`src/rtl/tpeq_pkg.sv`:
```
`timescale 1ns / 1ps
// shared types and constants for the timestamped press event queue
package tpeq_pkg;

    localparam int TICK_W     = 64;
    localparam int CFG_IDX_W  = 1;
    localparam int CFG_DATA_W = 32;

    localparam logic [2:0] KIND_RESET = 3'd0;
    localparam logic [2:0] KIND_BEGIN = 3'd1;
    localparam logic [2:0] KIND_PAD   = 3'd2;
    localparam logic [2:0] KIND_TOUCH = 3'd3;
    localparam logic [2:0] KIND_END   = 3'd4;
    localparam logic [2:0] KIND_STEP  = 3'd5;

    localparam logic [1:0] MODE_NORMAL  = 2'd0;
    localparam logic [1:0] MODE_DISCARD = 2'd1;
    localparam logic [1:0] MODE_PAUSED  = 2'd2;

    localparam logic [CFG_IDX_W-1:0] CFG_JUMP_MASK = 1'd0;
    localparam logic [CFG_IDX_W-1:0] CFG_STICK_THR = 1'd1;

    localparam logic [31:0]        JUMP_MASK_RESET = 32'd0;
    localparam logic signed [15:0] STICK_THR_RESET = 16'sd41;

    typedef enum logic [1:0] {
        ST_IDLE,
        ST_FETCH,
        ST_DRAIN
    } tpeq_state_t;

    typedef struct packed {
        logic [TICK_W-1:0] tick;
        logic              src;
        logic              level;
    } tpeq_entry_t;

    typedef struct packed {
        logic push;
        logic pop;
        logic clear;
    } tpeq_qcmd_t;

endpackage

```
`src/rtl/tpeq_mem.sv`:
```
`timescale 1ns / 1ps
// event storage, one write port and one registered read port
module tpeq_mem #(
    parameter  int DEPTH  = 64,
    localparam int ADDR_W = $clog2(DEPTH)
) (
    input  logic                  clk,
    input  logic                  wr_en,
    input  logic [ADDR_W-1:0]     wr_addr,
    input  tpeq_pkg::tpeq_entry_t wr_data,
    input  logic [ADDR_W-1:0]     rd_addr,
    output tpeq_pkg::tpeq_entry_t rd_data
);

    tpeq_pkg::tpeq_entry_t mem [DEPTH];
    tpeq_pkg::tpeq_entry_t rd_data_reg;

    always_ff @(posedge clk)
    begin
        if (wr_en)
        begin
            mem[wr_addr] <= wr_data;
        end
        rd_data_reg <= mem[rd_addr];
    end

    assign rd_data = rd_data_reg;

endmodule

```
`src/rtl/tpeq_queue.sv`:
```
`timescale 1ns / 1ps
// circular event queue with drop-oldest on overflow
module tpeq_queue #(
    parameter int DEPTH = 64
) (
    input  logic                  clk,
    input  logic                  rst_n,
    input  tpeq_pkg::tpeq_qcmd_t  cmd,
    input  tpeq_pkg::tpeq_entry_t push_entry,
    output logic                  empty,
    output tpeq_pkg::tpeq_entry_t front_entry
);

    localparam int PTR_W = $clog2(DEPTH);
    localparam int CNT_W = $clog2(DEPTH + 1);

    logic [PTR_W-1:0] front_reg, front_next;
    logic [PTR_W-1:0] tail_reg, tail_next;
    logic [CNT_W-1:0] count_reg, count_next;
    logic             full;
    logic             mem_we;

    function automatic logic [PTR_W-1:0] ptr_inc(input logic [PTR_W-1:0] p);
        return (p == PTR_W'(DEPTH - 1)) ? '0 : p + PTR_W'(1);
    endfunction

    assign full  = (count_reg == CNT_W'(DEPTH));
    assign empty = (count_reg == '0);

    always_comb
    begin
        front_next = front_reg;
        tail_next  = tail_reg;
        count_next = count_reg;
        mem_we     = 1'b0;
        if (cmd.clear)
        begin
            front_next = '0;
            tail_next  = '0;
            count_next = '0;
        end
        else if (cmd.push)
        begin
            mem_we    = 1'b1;
            tail_next = ptr_inc(tail_reg);
            if (full)
            begin
                // drop oldest
                front_next = ptr_inc(front_reg);
            end
            else
            begin
                count_next = count_reg + CNT_W'(1);
            end
        end
        else if (cmd.pop)
        begin
            front_next = ptr_inc(front_reg);
            count_next = count_reg - CNT_W'(1);
        end
    end

    always_ff @(posedge clk or negedge rst_n)
    begin
        if (!rst_n)
        begin
            front_reg <= '0;
            tail_reg  <= '0;
            count_reg <= '0;
        end
        else
        begin
            front_reg <= front_next;
            tail_reg  <= tail_next;
            count_reg <= count_next;
        end
    end

    tpeq_mem #(
        .DEPTH (DEPTH)
    ) u_mem (
        .clk     (clk),
        .wr_en   (mem_we),
        .wr_addr (tail_reg),
        .wr_data (push_entry),
        .rd_addr (front_next),
        .rd_data (front_entry)
    );

`ifndef SYNTHESIS
    a_count_range: assert property (@(posedge clk) disable iff (!rst_n)
        count_reg <= CNT_W'(DEPTH))
        else $error("queue count above depth");
    a_ptr_align: assert property (@(posedge clk) disable iff (!rst_n)
        (count_reg == '0 || count_reg == CNT_W'(DEPTH)) |-> front_reg == tail_reg)
        else $error("queue pointers disagree with count");
    a_pop_nonempty: assert property (@(posedge clk) disable iff (!rst_n)
        cmd.pop |-> count_reg != '0)
        else $error("pop on empty queue");
    a_pop_count: assert property (@(posedge clk) disable iff (!rst_n)
        (cmd.pop && !cmd.push && !cmd.clear) |=> count_reg == $past(count_reg) - CNT_W'(1))
        else $error("pop did not lower count");
`endif

endmodule

```
`config.mk`:
```
export PLATFORM = sky130hd
export DESIGN_NAME = tpeq_queue
export DESIGN_NICKNAME = d
export VERILOG_FILES = /design/src/rtl/tpeq_pkg.sv /design/src/rtl/tpeq_mem.sv /design/src/rtl/tpeq_queue.sv
export SDC_FILE = /design/constraint.sdc
export NUM_CORES = 2
export LEC_CHECK = 0
export BUFFER_PORTS_ARGS = -buffer_cell sky130_fd_sc_hd__clkbuf_2
export CAP_MARGIN = 20
export CORE_ASPECT_RATIO = 1.5
export CORE_UTILIZATION = 50
export DETAILED_ROUTE_END_ITERATION = 6
export GPL_TIMING_DRIVEN = 1
export PLACE_DENSITY_LB_ADDON = 0.05
export SLEW_MARGIN = 0
export SYNTH_ARGS = -nofsm -noshare
export SYNTH_HDL_FRONTEND = slang
export SYNTH_MEMORY_MAX_BITS = 65536
export SYNTH_SLANG_ARGS = --single-unit
```
`constraint.sdc`:
```
create_clock -name clk -period 10.6 [get_ports clk]
set_input_delay 2.12 -clock clk [delete_from_list [all_inputs] [get_ports clk]]
set_output_delay 2.12 -clock clk [all_outputs]
set_load 0.03 [all_outputs]
```
# Word level (Yosys, flattened, before mapping)
# Memories as Yosys holds them, arrays and structs flattened. A register that Yosys moved wholly into a read port is not among the register bits.
# Index checks and enable logic that the tools add are counted.
[op_classes]
n_addsub = 4
n_eq_ne = 4
muxes = 16
n_reduce_logical = 4
[ops]
columns = ["cell", "n"]
rows = [
  ["$mux W6", 8],
  ["$mux W7", 4],
  ["$add A6 B1 Y6 const B", 2],
  ["$eq A6 B6 Y1 const B", 2],
  ["$add A7 B1 Y7 const B", 1],
  ["$eq A7 B7 Y1 const B", 1],
  ["$logic_not A7 Y1", 1],
  ["$sub A7 B1 Y7 const B", 1],
  ["$mux W1", 4],
  ["$ne A3 B3 Y1 const B", 1],
  ["$reduce_bool A3 Y1", 1],
  ["$reduce_and A2 Y1", 1],
  ["$reduce_bool A2 Y1", 1],
]
[word_totals]
register_bits = 19
mem_bits_rw = 4224
in_bits = 71
memories = 1
[memory_table]
columns = ["name", "words", "width", "rd", "rd_clocked_by_memory_dff", "write_ports", "line", "text"]
rows = [
  ["u_mem.mem", 64, 66, 1, 1, 1, "tpeq_mem.sv:15", "tpeq_pkg::tpeq_entry_t mem [DEPTH];"],
]

# Depth between registers and ports, before layout
[logic_depth]
ltp_word = 5
mapped_depth = 15

# Hierarchy
# A second synthesis with hierarchy kept.
[unflattened]
cells_unflattened = 6978
area_unflattened_um2 = 161702.6
[by_module_without_submodules]
columns = ["module", "n_inst", "cells_each", "area_each_um2", "seq_area_each_um2"]
rows = [
  ["tpeq_mem", 1, 6852, 160496.4, 128162.9],
  ["tpeq_queue", 1, 126, 1206.2, 475.5],
]

# Least setup slack after synthesis
# OpenSTA, ideal clock, no wires.
[synth_timing]
kind = "input to register"
start = "input port cmd[2] (netlist bit)"
end = "memory u_mem.mem[48][0] (netlist bit), enable pin"
arrival_time_ns = 9.161
t_required_ns = 9.945
slack_ns = 0.783
cell_stages = 5
n_path_buf = 2
path_cell_list = "buf_2 > nor2b_1 > buf_2 > nand4b_1 > nor4_1"
[synth_between]
elab_chain_cells = 4
[synth_lines]
columns = ["item", "line", "text"]
rows = [
  ["start: declaration", "tpeq_queue.sv:8", "input tpeq_pkg::tpeq_qcmd_t cmd,"],
  ["$mux W1", "tpeq_queue.sv:42", "else if (cmd.push)"],
  ["$mux W1", "tpeq_queue.sv:36", "if (cmd.clear)"],
  ["$mux W1", "tpeq_mem.sv:20", "if (wr_en)"],
  ["$mux W1 (implied by the code)", "tpeq_mem.sv:22", "mem[wr_addr] <= wr_data;"],
  ["end: declaration", "tpeq_mem.sv:15", ""],
]
# Every way passes these cells.

# Worst setup path after layout
[layout_timing]
start = "input port cmd[0] (netlist bit)"
end = "register, netlist name u_mem.rd_data[52]"
[layout_between]
elab_chain_cells = 1
[layout_lines]
columns = ["item", "line"]
rows = [
  ["$mux W6", "tpeq_queue.sv:36"],
]
# Every way passes these cells.
# A chain may end at the register's enable or synchronous reset.

==> impl_metrics.tcl <==
set metrics [dict create \
    status "complete, but fails checks" \
    violations "DRC" \
    yosysSeqAreaShare 0.764 \
    grt_pass1_wl_mm 802 \
    crit_type "in2reg" \
    overflow 0 \
    syn_inst 11700 \
    min_period_over_period 0.678 \
    synth-edff-count 4224 \
    cts_resized 0 \
    area_growth_syn_to_layout_pct 12.2 \
    syn-num-nets 11800 \
    cts_max_level 5 \
    insertion_delay_ns 0.95 \
    first_pass_iters 7 \
    place.gp.congestion 0.824 \
    die_area_um2 339000 \
    power_leakage_nw 65.1 \
    crit_chain "clkbuf_2 -> nor2b_1 -> a31o_4 -> a21oi_4 -> buf_12 -> inv_8 -> o21ai_4 -> buf_4 -> buf_4 -> o221ai_1 -> a41oi_1 -> o21ai_0 -> a311o_1" \
    slowest_stage "buf_4" \
    power_density_nw_per_um2 192 \
    hold_violations 0 \
    final_area_um2 189000 \
    worstMarginPinSlew_ns 1.28 \
    ant_nets 0 \
    pin_count 138 \
    vias 107000 \
    drc 1 \
    cts_tree "built" \
    cts_hold_buf 0 \
    largest_register_ff_count 4224 \
    dpl.hpwl_mm 285 \
    antenna_found_initial 43 \
    ys_ff_latch 4309 \
    synthFlopType "edfxtp_1" \
    yosysTopAreaCell "edfxtp_1" \
    met3_usage 0.0474 \
    slew_viol_final 0 \
    path_buf_inv 5 \
    layout-drive-gt1-share 0.0932 \
    setup_violations 0 \
    synthDominantCellAreaShare 0.753 \
    hold_class "reg2reg" \
    via_per_inst 6.46 \
    fmax_mhz 139 \
    whs_ns 0.556 \
    core_area_um2 335000 \
    crit_family "buffers and inverters" \
    ir_drop_uv 155 \
    worstPathArrival_ns 8.02 \
    grt_max_degree 168 \
    grtUsageMet1 0.426 \
    cts_setup_buffers 0 \
    io_buffers 137 \
    postSynthAreaPerCell_um2 14.4 \
    root_buffer "clkbuf_16" \
    worst-endpoint-required_ns 11.43 \
    finalNetCount 11800 \
    gr-max-usage-layer "met2" \
    slowest_delay_ns 0.73 \
    worstSetupStartpointType "input port" \
    netlist_area_um2 168000 \
    track_usage 0.341 \
    maxCapViolations 0 \
    placed_cell_area_um2 175000 \
    total_power_w 0.0363 \
    yosys_warnings 0 \
    path_max_fanout 167 \
    cts_buffers 407 \
    start_util 0.503 \
    die_y_um 713 \
    clockBufferDepth 4 \
    grt_setup_unrepaired "false" \
    fin_skew_ns 0.0370 \
    synth_area_leaders "edfxtp_1, nand2_1, mux2i_1, nand3_1, o221ai_1" \
    period_minus_slack_ns 7.19 \
    crit_path_end_kind "register" \
    clock-sinks 4309 \
    core.rowCount 260 \
    met2_usage 0.579 \
    grt_pass1_vias 103000 \
    async_flop_share 0.00441 \
    tns_ns 0 \
    fp.dieW_um 476 \
    wire_per_inst_um 35.3 \
    finalWirelength_mm 585 \
    cp_common_cell "buf_4" \
    clk_pin_slew_worst_paths_ns 0.07 \
    ys_types 65 \
    drtIter0Drc 13700 \
    slew_headroom 0.148 \
]
## where the power goes
group | internal, W | switching (W)
Combinational | 0.000877 | 0.00206
Sequential | 0.0188 | 0.000143
Clock | 0.00809 | 0.00639
Total | 0.0277 | 0.00860
## layer usage
metal	share of wire	up-vias
met4	0.055	8
met2	0.50	5562
li1	-	44600
met3	0.077	1302
met5	0.000099	-
met1	0.37	55600
## logic make-up (layout without fill, tap and decap cells)
family / count (synthesis) / after routing / share of synthesized area
DFF: 4309 / 4309 / 0.764
and+or+nand+nor: 4144 / 4144 / 0.104
AOI/OAI and AO/OA: 1630 / 1630 / 0.0662
buffers and inverters: 878 / 1277 / 0.0217
muxes: 721 / 721 / 0.0429
adders and majority gates: 8 / 8 / 0.000639
xor gates and xnor gates: 7 / 7 / 0.000364
other: 0 / 23 / 0
## stage by stage
stage	instances	util	worst slack, ns
final	16600	0.564	3.41
after global routing	16600	0.564	3.29
after CTS	16500	0.561	3.59
after detailed placement	15700	0.522	2.61
after global placement	15700	0.521	2.60
after floorplan	11700	-	0.783
## path summary, 6_finish.rpt
| path | start | endpoint | slack (ns) | cells after the start |
|---|---|---|---|---|
| min reg2reg | count_reg[2] | count_reg[2] | 0.56 | 2 |
| min in group asynchronous | rst_n | tail_reg[1] | 1.20 | 1 |
| min | count_reg[2] | count_reg[2] | 0.56 | 2 |
| max reg2reg | front_reg[0] | u_mem.rd_data[52] | 4.04 | 14 |
| max in group asynchronous | rst_n | count_reg[3] | 8.96 | 1 |
| max | cmd[0] | u_mem.rd_data[52] | 3.41 | 13 |
## worst reg2reg max path, delay by kind of cell (launching register included)
family | cells | cell delay [ns]
buf+inv | 5 | 3.25
compound gates | 7 | 2.30
simple gates | 1 | 0.13
flops | 1 | 0.45
fa+ha+maj | 1 | 0.30
## cell usage after synthesis, types with 5 or more instances
cell type / number
buf_4: 29
o211a_1: 6
o21ai_0: 168
and3_1: 27
dfrtp_1: 19
a2111oi_0: 30
ha_1: 7
a211oi_1: 128
a31oi_1: 150
buf_2: 193
buf_1: 109
nand3_1: 1145
a22oi_1: 26
nor2_1: 84
nand3b_1: 5
o32ai_1: 28
a21o_1: 6
mux2i_1: 721
nand4_1: 69
a32oi_1: 16
or3_1: 9
a311oi_1: 64
o221ai_1: 248
nand2_1: 2662
nor4_1: 41
dfxtp_1: 66
a41oi_1: 98
inv_1: 71
a311o_1: 26
o41a_1: 26
nor3_1: 76
a21oi_1: 406
edfxtp_1: 4224
o31ai_1: 8
o22ai_1: 113
clkbuf_1: 472
o21ai_1: 62
## layout make-up
class                           count  area, µm²
Inverter                           75        313
Sequential cell                  4309     129000
Timing Repair Buffer              455       4610
Clock inverter                    208       1880
Tap cell                         4454       5570
Clock buffer                      539      11100
Multi-Input combinational cell   6510      36700
Antenna cell                       23       57.6
Fill cell                       26500     146000
## cells in the final DEF, fill, tap and decap left out, types with 64 or more instances in the layout
cell,n
o221ai_1,248
clkbuf_2,137
nor2_4,68
edfxtp_1,4224
clkinv_1,71
clkbuf_16,413
buf_4,201
dfxtp_1,66
nand3_1,1145
clkbuf_1,101
nor3_1,76
a311oi_1,64
a211oi_1,128
nand4_1,69
o22ai_1,113
inv_1,69
a21oi_1,406
mux2i_1,721
buf_12,107
a41oi_1,98
o21ai_0,167
a31oi_1,150
clkinv_2,76
nand2_1,2660
Power figures use the tool's default switching activity.
